File: src/design/phase_angle_dimmer_assert.svh
// ----------------------------------------------------------------------------
// phase angle dimmer assertion macros
// clocked on clk, disabled while rst_n is low
// ----------------------------------------------------------------------------
`ifndef PHASE_ANGLE_DIMMER_ASSERT_SVH
`define PHASE_ANGLE_DIMMER_ASSERT_SVH

// same-cycle implication
`define PAD_ASSERT_SAME(lbl, ante, cons, msg) \
  lbl: assert property (@(posedge clk) disable iff (!rst_n) (ante) |-> (cons)) else $error(msg);

// next-cycle implication
`define PAD_ASSERT_NEXT(lbl, ante, cons, msg) \
  lbl: assert property (@(posedge clk) disable iff (!rst_n) (ante) |=> (cons)) else $error(msg);

`endif

File: src/design/pad_pkg.sv
// ----------------------------------------------------------------------------
// pad_pkg
// shared widths, codes and controller/datapath interface types
// ----------------------------------------------------------------------------
package pad_pkg;

  localparam int CMD_W      = 2;
  localparam int CHAN_W     = 3;
  localparam int LEVEL_W    = 10;
  localparam int TIME_W     = 15;
  localparam int PULSE_W    = 8;
  localparam int MASK_W     = 8;
  localparam int GATE_W     = 8;
  localparam int COUNT_W    = 16;
  localparam int CFG_IDX_W  = 2;
  localparam int CFG_DATA_W = 15;

  localparam int SHAPE_SUM_W  = LEVEL_W + 2;
  localparam int SHAPE_PROD_W = LEVEL_W + SHAPE_SUM_W;
  localparam int SHAPE_SHIFT  = 11;
  localparam int SHAPED_W     = SHAPE_PROD_W - SHAPE_SHIFT;
  localparam int SCALE_PROD_W = LEVEL_W + TIME_W;
  localparam int SCALE_SHIFT  = 10;

  localparam logic [CMD_W-1:0] CMD_TICK = 2'd0;
  localparam logic [CMD_W-1:0] CMD_ZERO = 2'd1;
  localparam logic [CMD_W-1:0] CMD_SET  = 2'd2;

  localparam logic [CFG_IDX_W-1:0] CFG_START = 2'd0;
  localparam logic [CFG_IDX_W-1:0] CFG_END   = 2'd1;
  localparam logic [CFG_IDX_W-1:0] CFG_PULSE = 2'd2;
  localparam logic [CFG_IDX_W-1:0] CFG_MASK  = 2'd3;

  localparam logic [TIME_W-1:0]  START_RST = 15'd2000;
  localparam logic [TIME_W-1:0]  END_RST   = 15'd9000;
  localparam logic [PULSE_W-1:0] PULSE_RST = 8'd2;
  localparam logic [MASK_W-1:0]  MASK_RST  = 8'd0;

  localparam logic [LEVEL_W-1:0]     LEVEL_MAX    = 10'd1023;
  localparam logic [SHAPE_SUM_W-1:0] SHAPE_OFFSET = 12'd1025;
  localparam logic [COUNT_W-1:0]     COUNT_SAT    = 16'hFFFF;

  typedef struct packed {
    logic cap;
    logic exec_tick;
    logic exec_zero;
    logic exec_set;
    logic mul_shape;
    logic mul_scale;
    logic wr_fire;
    logic cmp;
    logic out_load;
  } pad_cmd_t;

  typedef struct packed {
    logic [CMD_W-1:0] cmd;
    logic             zero_ok;
    logic             last_ch;
  } pad_status_t;

endpackage

File: src/design/pad_ctrl.sv
// ----------------------------------------------------------------------------
// pad_ctrl
// sequencer for one item at a time: decode, per-channel fire time steps,
// comparator pass and output register load
// ----------------------------------------------------------------------------
module pad_ctrl (
  input  logic                clk,
  input  logic                rst_n,
  input  logic                in_valid,
  output logic                in_stall,
  output logic                out_valid,
  input  logic                out_stall,
  input  pad_pkg::pad_status_t status,
  output pad_pkg::pad_cmd_t    cmd
);
  import pad_pkg::*;

  localparam logic [2:0] S_IDLE  = 3'd0;
  localparam logic [2:0] S_EXEC  = 3'd1;
  localparam logic [2:0] S_SHAPE = 3'd2;
  localparam logic [2:0] S_SCALE = 3'd3;
  localparam logic [2:0] S_WRITE = 3'd4;
  localparam logic [2:0] S_CMP   = 3'd5;
  localparam logic [2:0] S_DONE  = 3'd6;

  logic [2:0] state_r, state_nxt;
  logic       out_valid_r, out_valid_nxt;

  always_comb begin
    state_nxt = state_r;
    cmd       = '0;
    case (state_r)
      S_IDLE: begin
        if (in_valid) begin
          cmd.cap   = 1'b1;
          state_nxt = S_EXEC;
        end
      end
      S_EXEC: begin
        case (status.cmd)
          CMD_TICK: begin
            cmd.exec_tick = 1'b1;
            state_nxt     = S_CMP;
          end
          CMD_ZERO: begin
            if (status.zero_ok) begin
              cmd.exec_zero = 1'b1;
              state_nxt     = S_SHAPE;
            end else begin
              state_nxt = S_DONE;
            end
          end
          CMD_SET: begin
            cmd.exec_set = 1'b1;
            state_nxt    = S_DONE;
          end
          default: state_nxt = S_DONE;
        endcase
      end
      S_SHAPE: begin
        cmd.mul_shape = 1'b1;
        state_nxt     = S_SCALE;
      end
      S_SCALE: begin
        cmd.mul_scale = 1'b1;
        state_nxt     = S_WRITE;
      end
      S_WRITE: begin
        cmd.wr_fire = 1'b1;
        state_nxt   = status.last_ch ? S_CMP : S_SHAPE;
      end
      S_CMP: begin
        cmd.cmp   = 1'b1;
        state_nxt = S_DONE;
      end
      S_DONE: begin
        if (!out_valid_r || !out_stall) begin
          cmd.out_load = 1'b1;
          state_nxt    = S_IDLE;
        end
      end
      default: state_nxt = S_IDLE;
    endcase
  end

  always_comb begin
    if (cmd.out_load) begin
      out_valid_nxt = 1'b1;
    end else if (!out_stall) begin
      out_valid_nxt = 1'b0;
    end else begin
      out_valid_nxt = out_valid_r;
    end
  end

  always_ff @(posedge clk) begin
    if (!rst_n) begin
      state_r     <= S_IDLE;
      out_valid_r <= 1'b0;
    end else begin
      state_r     <= state_nxt;
      out_valid_r <= out_valid_nxt;
    end
  end

  assign in_stall  = (state_r != S_IDLE);
  assign out_valid = out_valid_r;

endmodule

File: src/design/pad_dp.sv
// ----------------------------------------------------------------------------
// pad_dp
// registers, level stores, shared multiplier path for fire times and
// per-channel fire and release comparators
// ----------------------------------------------------------------------------
module pad_dp #(
  parameter int CHANNELS     = 8,
  parameter int ZERO_LOCKOUT = 2000
) (
  input  logic                             clk,
  input  logic                             rst_n,
  input  pad_pkg::pad_cmd_t                cmd,
  output pad_pkg::pad_status_t             status,
  input  logic [pad_pkg::CMD_W-1:0]        in_cmd,
  input  logic [pad_pkg::CHAN_W-1:0]       in_channel,
  input  logic [pad_pkg::LEVEL_W-1:0]      in_level,
  input  logic                             cfg_wr_en,
  input  logic [pad_pkg::CFG_IDX_W-1:0]    cfg_index,
  input  logic [pad_pkg::CFG_DATA_W-1:0]   cfg_wdata,
  output logic [pad_pkg::GATE_W-1:0]       out_gate_levels,
  output logic                             out_zero_accepted
);
  import pad_pkg::*;

  localparam int CW = (CHANNELS > 1) ? $clog2(CHANNELS) : 1;

  logic [CMD_W-1:0]        cmd_r, cmd_nxt;
  logic [CHAN_W-1:0]       chan_r, chan_nxt;
  logic [LEVEL_W-1:0]      level_r, level_nxt;
  logic [TIME_W-1:0]       start_r, start_nxt;
  logic [TIME_W-1:0]       end_r, end_nxt;
  logic [PULSE_W-1:0]      pulse_r, pulse_nxt;
  logic [MASK_W-1:0]       mask_r, mask_nxt;
  logic [COUNT_W-1:0]      elapsed_r, elapsed_nxt;
  logic                    plan_r, plan_nxt;
  logic                    acc_r, acc_nxt;
  logic [TIME_W-1:0]       span_r, span_nxt;
  logic [CW-1:0]           idx_r, idx_nxt;
  logic [SHAPE_PROD_W-1:0] shape_prod_r, shape_prod_nxt;
  logic [SCALE_PROD_W-1:0] scale_prod_r, scale_prod_nxt;
  logic [LEVEL_W-1:0]      pending_r [CHANNELS];
  logic [LEVEL_W-1:0]      pending_nxt [CHANNELS];
  logic [LEVEL_W-1:0]      latched_r [CHANNELS];
  logic [LEVEL_W-1:0]      latched_nxt [CHANNELS];
  logic [TIME_W-1:0]       fire_r [CHANNELS];
  logic [TIME_W-1:0]       fire_nxt [CHANNELS];
  logic [CHANNELS-1:0]     gate_r, gate_nxt;
  logic [GATE_W-1:0]       gate_out_r, gate_out_nxt;
  logic                    zero_out_r, zero_out_nxt;

  logic [CHANNELS-1:0]     mask_ext;
  logic [LEVEL_W-1:0]      cur_level;
  logic [SHAPE_SUM_W-1:0]  shape_sum;
  logic [SHAPED_W-1:0]     shaped;
  logic [LEVEL_W-1:0]      shaped_clamp;
  logic [COUNT_W-1:0]      release_time [CHANNELS];

  assign mask_ext     = CHANNELS'(mask_r);
  assign cur_level    = latched_r[idx_r];
  assign shape_sum    = SHAPE_SUM_W'(cur_level) + SHAPE_OFFSET;
  assign shaped       = shape_prod_r[SHAPE_PROD_W-1:SHAPE_SHIFT];
  assign shaped_clamp = (shaped > SHAPED_W'(LEVEL_MAX)) ? LEVEL_MAX : shaped[LEVEL_W-1:0];

  always_comb begin
    for (int i = 0; i < CHANNELS; i++) begin
      release_time[i] = COUNT_W'(fire_r[i]) + COUNT_W'(pulse_r);
    end
  end

  assign status.cmd     = cmd_r;
  assign status.zero_ok = (elapsed_r >= COUNT_W'(ZERO_LOCKOUT));
  assign status.last_ch = (idx_r == CW'(CHANNELS - 1));

  always_comb begin
    cmd_nxt        = cmd_r;
    chan_nxt       = chan_r;
    level_nxt      = level_r;
    start_nxt      = start_r;
    end_nxt        = end_r;
    pulse_nxt      = pulse_r;
    mask_nxt       = mask_r;
    elapsed_nxt    = elapsed_r;
    plan_nxt       = plan_r;
    acc_nxt        = acc_r;
    span_nxt       = span_r;
    idx_nxt        = idx_r;
    shape_prod_nxt = shape_prod_r;
    scale_prod_nxt = scale_prod_r;
    pending_nxt    = pending_r;
    latched_nxt    = latched_r;
    fire_nxt       = fire_r;
    gate_nxt       = gate_r;
    gate_out_nxt   = gate_out_r;
    zero_out_nxt   = zero_out_r;

    if (cfg_wr_en) begin
      case (cfg_index)
        CFG_START: start_nxt = cfg_wdata[TIME_W-1:0];
        CFG_END:   end_nxt   = cfg_wdata[TIME_W-1:0];
        CFG_PULSE: pulse_nxt = cfg_wdata[PULSE_W-1:0];
        CFG_MASK:  mask_nxt  = cfg_wdata[MASK_W-1:0];
        default:   mask_nxt  = mask_r;
      endcase
    end

    if (cmd.cap) begin
      cmd_nxt   = in_cmd;
      chan_nxt  = in_channel;
      level_nxt = in_level;
      acc_nxt   = 1'b0;
    end

    if (cmd.exec_tick) begin
      if (elapsed_r != COUNT_SAT) begin
        elapsed_nxt = elapsed_r + COUNT_W'(1);
      end
      if (elapsed_nxt == COUNT_SAT) begin
        plan_nxt = 1'b0;
      end
    end

    if (cmd.exec_set) begin
      if (int'(chan_r) < CHANNELS) begin
        pending_nxt[CW'(chan_r)] = level_r;
      end
    end

    if (cmd.exec_zero) begin
      elapsed_nxt = '0;
      plan_nxt    = 1'b1;
      acc_nxt     = 1'b1;
      idx_nxt     = '0;
      span_nxt    = (end_r >= start_r) ? (end_r - start_r) : '0;
      latched_nxt = pending_r;
      gate_nxt    = gate_r & mask_ext;
    end

    if (cmd.mul_shape) begin
      shape_prod_nxt = SHAPE_PROD_W'(cur_level) * SHAPE_PROD_W'(shape_sum);
    end

    if (cmd.mul_scale) begin
      scale_prod_nxt = SCALE_PROD_W'(shaped_clamp) * SCALE_PROD_W'(span_r);
    end

    if (cmd.wr_fire) begin
      fire_nxt[idx_r] = end_r - scale_prod_r[SCALE_PROD_W-1:SCALE_SHIFT];
      if (!status.last_ch) begin
        idx_nxt = idx_r + CW'(1);
      end
    end

    // fire first, release second so a zero pulse length releases unless the level is full
    if (cmd.cmp && plan_r) begin
      for (int i = 0; i < CHANNELS; i++) begin
        if (mask_ext[i]) begin
          if (elapsed_r == COUNT_W'(fire_r[i])) begin
            gate_nxt[i] = (latched_r[i] != '0);
          end
          if (elapsed_r == release_time[i]) begin
            gate_nxt[i] = (latched_r[i] == LEVEL_MAX);
          end
        end
      end
    end

    if (cmd.out_load) begin
      gate_out_nxt = GATE_W'(gate_r);
      zero_out_nxt = acc_r;
    end
  end

  always_ff @(posedge clk) begin
    if (!rst_n) begin
      start_r   <= START_RST;
      end_r     <= END_RST;
      pulse_r   <= PULSE_RST;
      mask_r    <= MASK_RST;
      elapsed_r <= COUNT_SAT;
      plan_r    <= 1'b0;
      acc_r     <= 1'b0;
      idx_r     <= '0;
      gate_r    <= '0;
      for (int i = 0; i < CHANNELS; i++) begin
        pending_r[i] <= '0;
        latched_r[i] <= '0;
        fire_r[i]    <= '0;
      end
    end else begin
      start_r   <= start_nxt;
      end_r     <= end_nxt;
      pulse_r   <= pulse_nxt;
      mask_r    <= mask_nxt;
      elapsed_r <= elapsed_nxt;
      plan_r    <= plan_nxt;
      acc_r     <= acc_nxt;
      idx_r     <= idx_nxt;
      gate_r    <= gate_nxt;
      pending_r <= pending_nxt;
      latched_r <= latched_nxt;
      fire_r    <= fire_nxt;
    end
  end

  always_ff @(posedge clk) begin
    cmd_r        <= cmd_nxt;
    chan_r       <= chan_nxt;
    level_r      <= level_nxt;
    span_r       <= span_nxt;
    shape_prod_r <= shape_prod_nxt;
    scale_prod_r <= scale_prod_nxt;
    gate_out_r   <= gate_out_nxt;
    zero_out_r   <= zero_out_nxt;
  end

  assign out_gate_levels   = gate_out_r;
  assign out_zero_accepted = zero_out_r;

endmodule

File: src/design/phase_angle_dimmer.sv
// ----------------------------------------------------------------------------
// phase_angle_dimmer: one item in flight, result held in an output register
// steps per item: decode and compare pass for a tick, decode only for a level
// write or rejected crossing, decode, 3 steps per channel on one multiply path
// and compare pass for an accepted crossing; each then loads the output register
// reset (sync, rst_n low) clears levels and gates, saturates the count
// ----------------------------------------------------------------------------
`include "phase_angle_dimmer_assert.svh"

module phase_angle_dimmer #(
  parameter int CHANNELS     = 8,
  parameter int ZERO_LOCKOUT = 2000
) (
  input  logic                           clk,
  input  logic                           rst_n,
  input  logic                           in_valid,
  output logic                           in_stall,
  input  logic [pad_pkg::CMD_W-1:0]      in_cmd,
  input  logic [pad_pkg::CHAN_W-1:0]     in_channel,
  input  logic [pad_pkg::LEVEL_W-1:0]    in_level,
  output logic                           out_valid,
  input  logic                           out_stall,
  output logic [pad_pkg::GATE_W-1:0]     out_gate_levels,
  output logic                           out_zero_accepted,
  input  logic                           cfg_wr_en,
  input  logic [pad_pkg::CFG_IDX_W-1:0]  cfg_index,
  input  logic [pad_pkg::CFG_DATA_W-1:0] cfg_wdata
);
  import pad_pkg::*;

  pad_cmd_t    ctl_cmd;
  pad_status_t ctl_status;

  pad_ctrl u_ctrl (
    .clk       (clk),
    .rst_n     (rst_n),
    .in_valid  (in_valid),
    .in_stall  (in_stall),
    .out_valid (out_valid),
    .out_stall (out_stall),
    .status    (ctl_status),
    .cmd       (ctl_cmd)
  );

  pad_dp #(
    .CHANNELS     (CHANNELS),
    .ZERO_LOCKOUT (ZERO_LOCKOUT)
  ) u_dp (
    .clk               (clk),
    .rst_n             (rst_n),
    .cmd               (ctl_cmd),
    .status            (ctl_status),
    .in_cmd            (in_cmd),
    .in_channel        (in_channel),
    .in_level          (in_level),
    .cfg_wr_en         (cfg_wr_en),
    .cfg_index         (cfg_index),
    .cfg_wdata         (cfg_wdata),
    .out_gate_levels   (out_gate_levels),
    .out_zero_accepted (out_zero_accepted)
  );

  `PAD_ASSERT_NEXT(a_busy_after_accept, in_valid && !in_stall, in_stall, "input not blocked")
  `PAD_ASSERT_SAME(a_cap_on_accept, ctl_cmd.cap, in_valid && !in_stall, "cap without handshake")
  `PAD_ASSERT_SAME(a_no_overwrite, ctl_cmd.out_load, !out_valid || !out_stall, "result lost")
  `PAD_ASSERT_SAME(a_cmd_exclusive, 1'b1, $onehot0(ctl_cmd), "datapath commands overlap")

endmodule
File: config.mk
export PLATFORM = sky130hd
export DESIGN_NAME = phase_angle_dimmer
export DESIGN_NICKNAME = d
export VERILOG_FILES = /design/src/design/pad_pkg.sv /design/src/design/pad_ctrl.sv /design/src/design/pad_dp.sv /design/src/design/phase_angle_dimmer.sv
export VERILOG_INCLUDE_DIRS = /design/src /design/src/design
export SDC_FILE = /design/constraint.sdc
export NUM_CORES = 2
export LEC_CHECK = 0
export ABC_AREA = 1
export BUFFER_PORTS_ARGS = -buffer_cell sky130_fd_sc_hd__buf_2
export CELL_PAD_IN_SITES_DETAIL_PLACEMENT = 0
export CELL_PAD_IN_SITES_GLOBAL_PLACEMENT = 2
export CORE_ASPECT_RATIO = 0.8
export CORE_MARGIN = 2
export CORE_UTILIZATION = 41
export DETAILED_ROUTE_END_ITERATION = 7
export GPL_TIMING_DRIVEN = 0
export PLACE_DENSITY = 0.95
export SLEW_MARGIN = 20
export SYNTH_ARGS = -nofsm -noshare
export SYNTH_HDL_FRONTEND = slang
export SYNTH_SLANG_ARGS = --single-unit
File: constraint.sdc
create_clock -name clk -period 11.04 [get_ports clk]
set_input_delay 2.208 -clock clk [delete_from_list [all_inputs] [get_ports clk]]
set_output_delay 2.208 -clock clk [all_outputs]
set_load 0.1 [all_outputs]
# Word-level counts from Yosys, hierarchy flattened
# Index checks and enable logic that the tools add are counted.
dict set report classes {
  n_addsub 13
  n_mul 2
  div 0
  order_cmp 7
  eq_ne 41
  shift 0
  n_mux 69
  bitwise_logic 3
  reduce_logical 27
}
# operator count
set op_table {}
lappend op_table {{adder 15 x 8 -> 16 bit} 8}
lappend op_table {{== test 16 x 15 -> 1 bit} 8}
lappend op_table {{== test 16 bit} 8}
lappend op_table {{bitwise mux 120 bit} 1}
lappend op_table {{bitwise mux 80 bit} 1}
lappend op_table {{== test 10 bit, second input constant} 8}
lappend op_table {{nonzero test 10 bit} 8}
lappend op_table {{2-to-1 mux 16 bit} 4}
lappend op_table {{demux 15 bit (select 3 bit)} 1}
lappend op_table {{2-to-1 mux 1 bit} 43}
lappend op_table {{2-to-1 mux 10 bit} 4}
lappend op_table {{binary-select mux 10 bit (select 3 bit)} 1}
lappend op_table {{demux 10 bit (select 3 bit)} 1}
lappend op_table {{subtractor 15 bit} 2}
lappend op_table {{multiplier 10 x 15 -> 25 bit} 1}
lappend op_table {{2-to-1 mux 3 bit} 8}
lappend op_table {{multiplier 10 x 12 -> 22 bit} 1}
lappend op_table {{case mux 3 bit (7 select lines)} 1}
lappend op_table {{adder 16 x 1 -> 16 bit, second input constant} 1}
lappend op_table {{== test 16 bit, second input constant} 1}
lappend op_table {{greater-or-equal comparator 16 x 11 -> 1 bit, second input constant} 1}
lappend op_table {{2-to-1 mux 8 bit} 2}
lappend op_table {{!= test 16 bit, second input constant} 1}
lappend op_table {{greater-or-equal comparator 15 bit} 1}
lappend op_table {{24 further kinds} 46}
dict set report totals {
  ff_bits 445
  latchBits 0
  mem_bits_rw 0
  rom_bits 0
  in_bits 37
  out_inout_bits 11
  wordCells 205
  mem_count 0
}

# Logic depth before layout (Yosys ltp)
dict set report depth {
  word_depth 9
  ltp_mapped 33
  mapped_depth_nobuf 31
}

# By module
# A second synthesis with hierarchy kept.
dict set report hier_totals {
  cells_unflattened 4764
  hier_area_um2 34007.6
}
# mod instances cells_each area_per_inst_um2 seq_area_each_um2
set modules_own_cells {}
lappend modules_own_cells {pad_dp 1 4708 33704.8 9058.7}
lappend modules_own_cells {pad_ctrl 1 56 302.8 80.1}

# Worst setup path after synthesis
# OpenSTA, ideal clock, no wires.
dict set report synth_timing {
  path_kind {reg2reg}
  from {register u_dp.idx_r[2]}
  to {register u_dp.shape_prod_r[18], data pin}
  setup_time_ns 0.259
  t_arrival_ns 6.472
  required_time_ns 10.781
  path_slack_ns 4.309
  stages_incl_launch_ff 34
  n_path_buf 2
  period_less_slack_ns 6.731
  cell_sequence {dfxtp_1 -> buf_6 -> inv_2 -> nand3_1 -> inv_1 -> a221oi_1 -> nand4_1 -> clkbuf_1 -> ha_1 -> nand3_1 -> nor2_2 -> nand3_1 -> ha_1 -> inv_1 -> nand2_1 -> fa_1 -> inv_1 -> fa_1 -> inv_1 -> fa_1 -> inv_1 -> fa_1 -> inv_1 -> fa_1 -> inv_1 -> ha_1 -> nand2_1 -> o21ai_0 -> a21oi_1 -> a21boi_0 -> o21ai_0 -> nand2_1 -> nand2_1 -> xor2_1}
}
dict set report synth_between {
  elab_chain_len 6
}
# element line_no
set synth_lines {}
lappend synth_lines {{start, declared} pad_dp.sv:38} ;# logic [CW-1:0] idx_r, idx_nxt;
lappend synth_lines {{start signal, assigned} pad_dp.sv:197} ;# idx_r <= idx_nxt;
lappend synth_lines {{NOT 3 -> 4 bit (implied by the code) (*)} pad_dp.sv:59} ;# assign cur_level = latched_r[idx_r];
lappend synth_lines {{binary-select mux 10 bit (select 3 bit) (*)} pad_dp.sv:59}
lappend synth_lines {{2-to-1 mux 10 bit (implied by the code) (*) (2 in series)} pad_dp.sv:59}
lappend synth_lines {{adder 10 x 11 -> 12 bit} pad_dp.sv:60} ;# assign shape_sum = SHAPE_SUM_W'(cur_level) + SHAPE_OFFSET;
lappend synth_lines {{multiplier 10 x 12 -> 22 bit (*)} pad_dp.sv:139} ;# shape_prod_nxt = SHAPE_PROD_W'(cur_level) * SHAPE_PROD_W'(shape_sum);
lappend synth_lines {{end signal, assigned} pad_dp.sv:210} ;# shape_prod_r <= shape_prod_nxt;
lappend synth_lines {{end, declared} pad_dp.sv:39} ;# logic [SHAPE_PROD_W-1:0] shape_prod_r, shape_prod_nxt;
# Mark *: on every way between the ends. The rest lies on a longest branch, timed or not. The select of a mux whose other input is x is not followed.
# A chain may end at the register's enable or synchronous reset.

# Worst setup path after layout
# Same ends and word-level chain as after synthesis.

==> summary.txt <==
Global route
  • Vias in the first global route: approximately 30000
  • First-pass GRT wire length: approximately 180 mm
  • GRT overflow: 0
  • Largest net degree at the start of global routing: 25
  • Initial antenna violation count: 9
  • All-Layer GR Usage: between 20% and 30%

Yosys
  • Synth Register Bits: 424
  • Top FF cell, synth: dfxtp_1
  • Synth cell count leaders: nand2_1, inv_1, nor2_1
  • Register area share after synthesis: between 20% and 30%
  • Synth warnings: 0
  • Synth Area per Inst: between 7 and 8 um2
  • Yosys top cell area share: a little over a fifth
  • Area contributors post-synth: dfxtp_1, fa_1, nand2_1
  • Synth cell types: between 50 and 60
  • Syn_nets: approximately 5300
  • Most frequent cell after synthesis: nand2_1
  • Post-synthesis instance total: roughly 4800
  • Number of flops mapped to enable cells by yosys: 65
  • Async S/R FF share, synth: 0%
  • Mapped Area: 34200 um2
  • Area leader, netlist: dfxtp_1

Place
  • Placement Setup Slack: roughly 3.2 ns
  • GPL Wtd Cong: a little under 1
  • Dpl hpwl: roughly 95 mm
  • Port Buffers: between 40 and 50

Critical path
  • Worst Setup End Kind: flop
  • Max FO, Critical Path: 12
  • Buf/Inv on CP: 10
  • Worst setup path class: flop to flop
  • CP most frequent cell: inv_1
  • CP Data Required Time: 11.39 ns
  • CP Launch Type: flop
  • CP max-delay cell: fa_1
  • Worst path max stage delay: 0.53 ns
  • CP top delay family: adder cells
  • Data arrival time of the critical path: roughly 8.3 ns

STA
  • Fin crit share: roughly 72%
  • Fmax: roughly 0.13 GHz
  • Final-report setup violation count: 0
  • Max-slew violation count: 0
  • RSZ-0062 raised after global routing: false
  • Setup total negative slack: 0 ns
  • Max-Slew Margin vs Limit: 21.6%
  • Minimum clock period: between 7 and 8 ns
  • Slew @ Worst Pin: 1.17 ns
  • Clock skew: around 0.034 ns
  • Final Hold Viols: 0
  • Setup ws final: roughly 3 ns

Pwr
  • Sw Pwr: roughly 6000 uW
  • Clk pwr share: a little over an eighth
  • Worst VDD drop: between 0.6 and 0.7 mV
  • Sequential Power Share: between 10% and 20%
  • Leakage: ~0.018 uW
  • Switching portion of total power: ~51%
  • Power Density: 311 nW/um2
  • P_int: between 5000 and 6000 uW
  • Comb power frac: roughly 68%

Floorplan
  • Core Area: 82400 um2
  • Io pins: 48
  • Row count: 94
  • Die footprint: about 86000 um2
  • Die Y: between 200 and 300 um
  • Initial Utilization: 41.5%
  • DIE WIDTH: 327 um

Routing
  • Via count: approximately 32000
  • Via/cell ratio: approximately 5.2
  • WL final: between 100 and 150 mm
  • Drt drc: 0
  • Post-route ant nets: 0
  • Number of detailed-route iterations in the first pass: 6
  • DRC marker count from the first detailed-route iteration: between 3000 and 4000
  • Drt wl/cell: ~20 um

Outcome
  • Status: finished clean

Cells and area
  • Area grow syn2layout: 10.0%
  • Nets: about 5400
  • # fillers: about 8500
  • Layout cells sized above 1: 5.79%

CTS
  • Clk_lat worst skew: around 0.63 ns
  • Num CTS Buffers: 47
  • Root Buffer: clkbuf_16
  • Hold_buf cts: 0
  • Max clock buf depth: 3
  • Post-CTS Resized: 0
  • CTS Sinks: roughly 420
  • H-tree levels: 2
  • Post-CTS Setup Inserts: 0
  • Reg clk slew, reported paths: approximately 0.060 ns
  • CTS tree: yes

Worst hold path
  • Hold Crit Class: flop to flop

Run
  • MaxCap Viol Count: 0
[flip-flops by register name, indices dropped and copies added (netlist names), 10 cells and up]
| signal | cells |
|---|---|
| u_dp.scale_prod_r | 15 |
| u_dp.start_r | 15 |
| u_dp.fire_r | 120 |
| u_dp.span_r | 15 |
| u_dp.shape_prod_r | 11 |
| u_dp.pending_r | 80 |
| u_dp.end_r | 15 |
| u_dp.latched_r | 80 |
| u_dp.elapsed_r | 16 |
| u_dp.level_r | 10 |
[power groups by stage]
stage	clock [uW]	combinational, uW	sequential, uW
after floorplan	0	5500	2170
after global placement	0	7650	2240
after detailed placement	0	7820	2240
after CTS	1620	7870	2210
after global routing	1680	8860	2230
final	1590	7900	2210
[placed cells by master, fill, tap and decap left out, drive strengths merged, types with 96 or more instances in the layout]
cell type  count
buf          131
ha           222
clkbuf       159
o21ai        375
fa           188
nand2        909
dfxtp        359
nor2         561
a21oi        300
xor2         130
inv          830
xnor2         96
nand3        268
[per-layer routing]
layer / global-route usage, % / wire [um] / up-vias
met5: 0 / 21 / -
met4: 7.12 / 3020 / 4
met3: 7.22 / 11800 / 170
met2: 39.0 / 48100 / 1174
met1: 42.3 / 58700 / 14900
li1: - / - / 15600
[cells by family (layout without fill, tap and decap cells)]
| logic type | after synthesis | after routing | share of synthesized area [%] |
|---|---|---|---|
| and+or+nand+nor | 1956 | 1956 | 24.4 |
| buffers and inverters | 990 | 1136 | 11.2 |
| AOI/OAI and AO/OA | 801 | 801 | 12.7 |
| DFF | 424 | 424 | 26.7 |
| adders and majority gates | 410 | 410 | 19.1 |
| xor gates and xnor gates | 228 | 228 | 5.91 |
| other | 0 | 4 | 0 |
[area by class of cell]
cell class	count	area, um2	share of cell area (%)
clock inverters	11	149	0.395
inverters	835	3130	8.32
well taps	1104	1380	3.67
clock buffers	74	1390	3.69
flip-flops and latches	424	9140	24.3
multi-input cells	3395	21400	56.7
plain buffers	155	702	1.86
repair buffers	61	397	1.05
diodes	4	10.0	0.0266
[final timing paths]
kind | start | end | slack (ns) | cells after the start
max | u_dp.idx_r[2]$_SDFF_PN0_ | u_dp.shape_prod_r[18]$_DFFE_PP_ | 3.07 | 32
max reg2reg | u_dp.idx_r[2]$_SDFF_PN0_ | u_dp.shape_prod_r[18]$_DFFE_PP_ | 3.07 | 32
min reg2reg | u_dp.gate_r[6]$_SDFF_PN0_ | u_dp.out_gate_levels[6]$_DFFE_PP_ | 0.42 | 0
min | u_dp.gate_r[6]$_SDFF_PN0_ | u_dp.out_gate_levels[6]$_DFFE_PP_ | 0.42 | 0
[through the flow]
| stage | hold WS (ns) | util, % | area [um2] | power [uW] | instances |
|---|---|---|---|---|---|
| 4_1_cts | 0.431 | 45.7 | 37700 | 11700 | 6059 |
| 2_1_floorplan | 0.402 | - | 34200 | 7670 | 4809 |
| 3_3_place_gp | 0.408 | 43.5 | 35800 | 9900 | 5959 |
| 3_5_place_dp | 0.417 | 43.8 | 36100 | 10100 | 5974 |
| 5_1_grt | 0.436 | 45.7 | 37700 | 12800 | 6059 |
| 6_report | 0.425 | 45.7 | 37700 | 11700 | 6063 |
(Power assumes the default switching activity.)
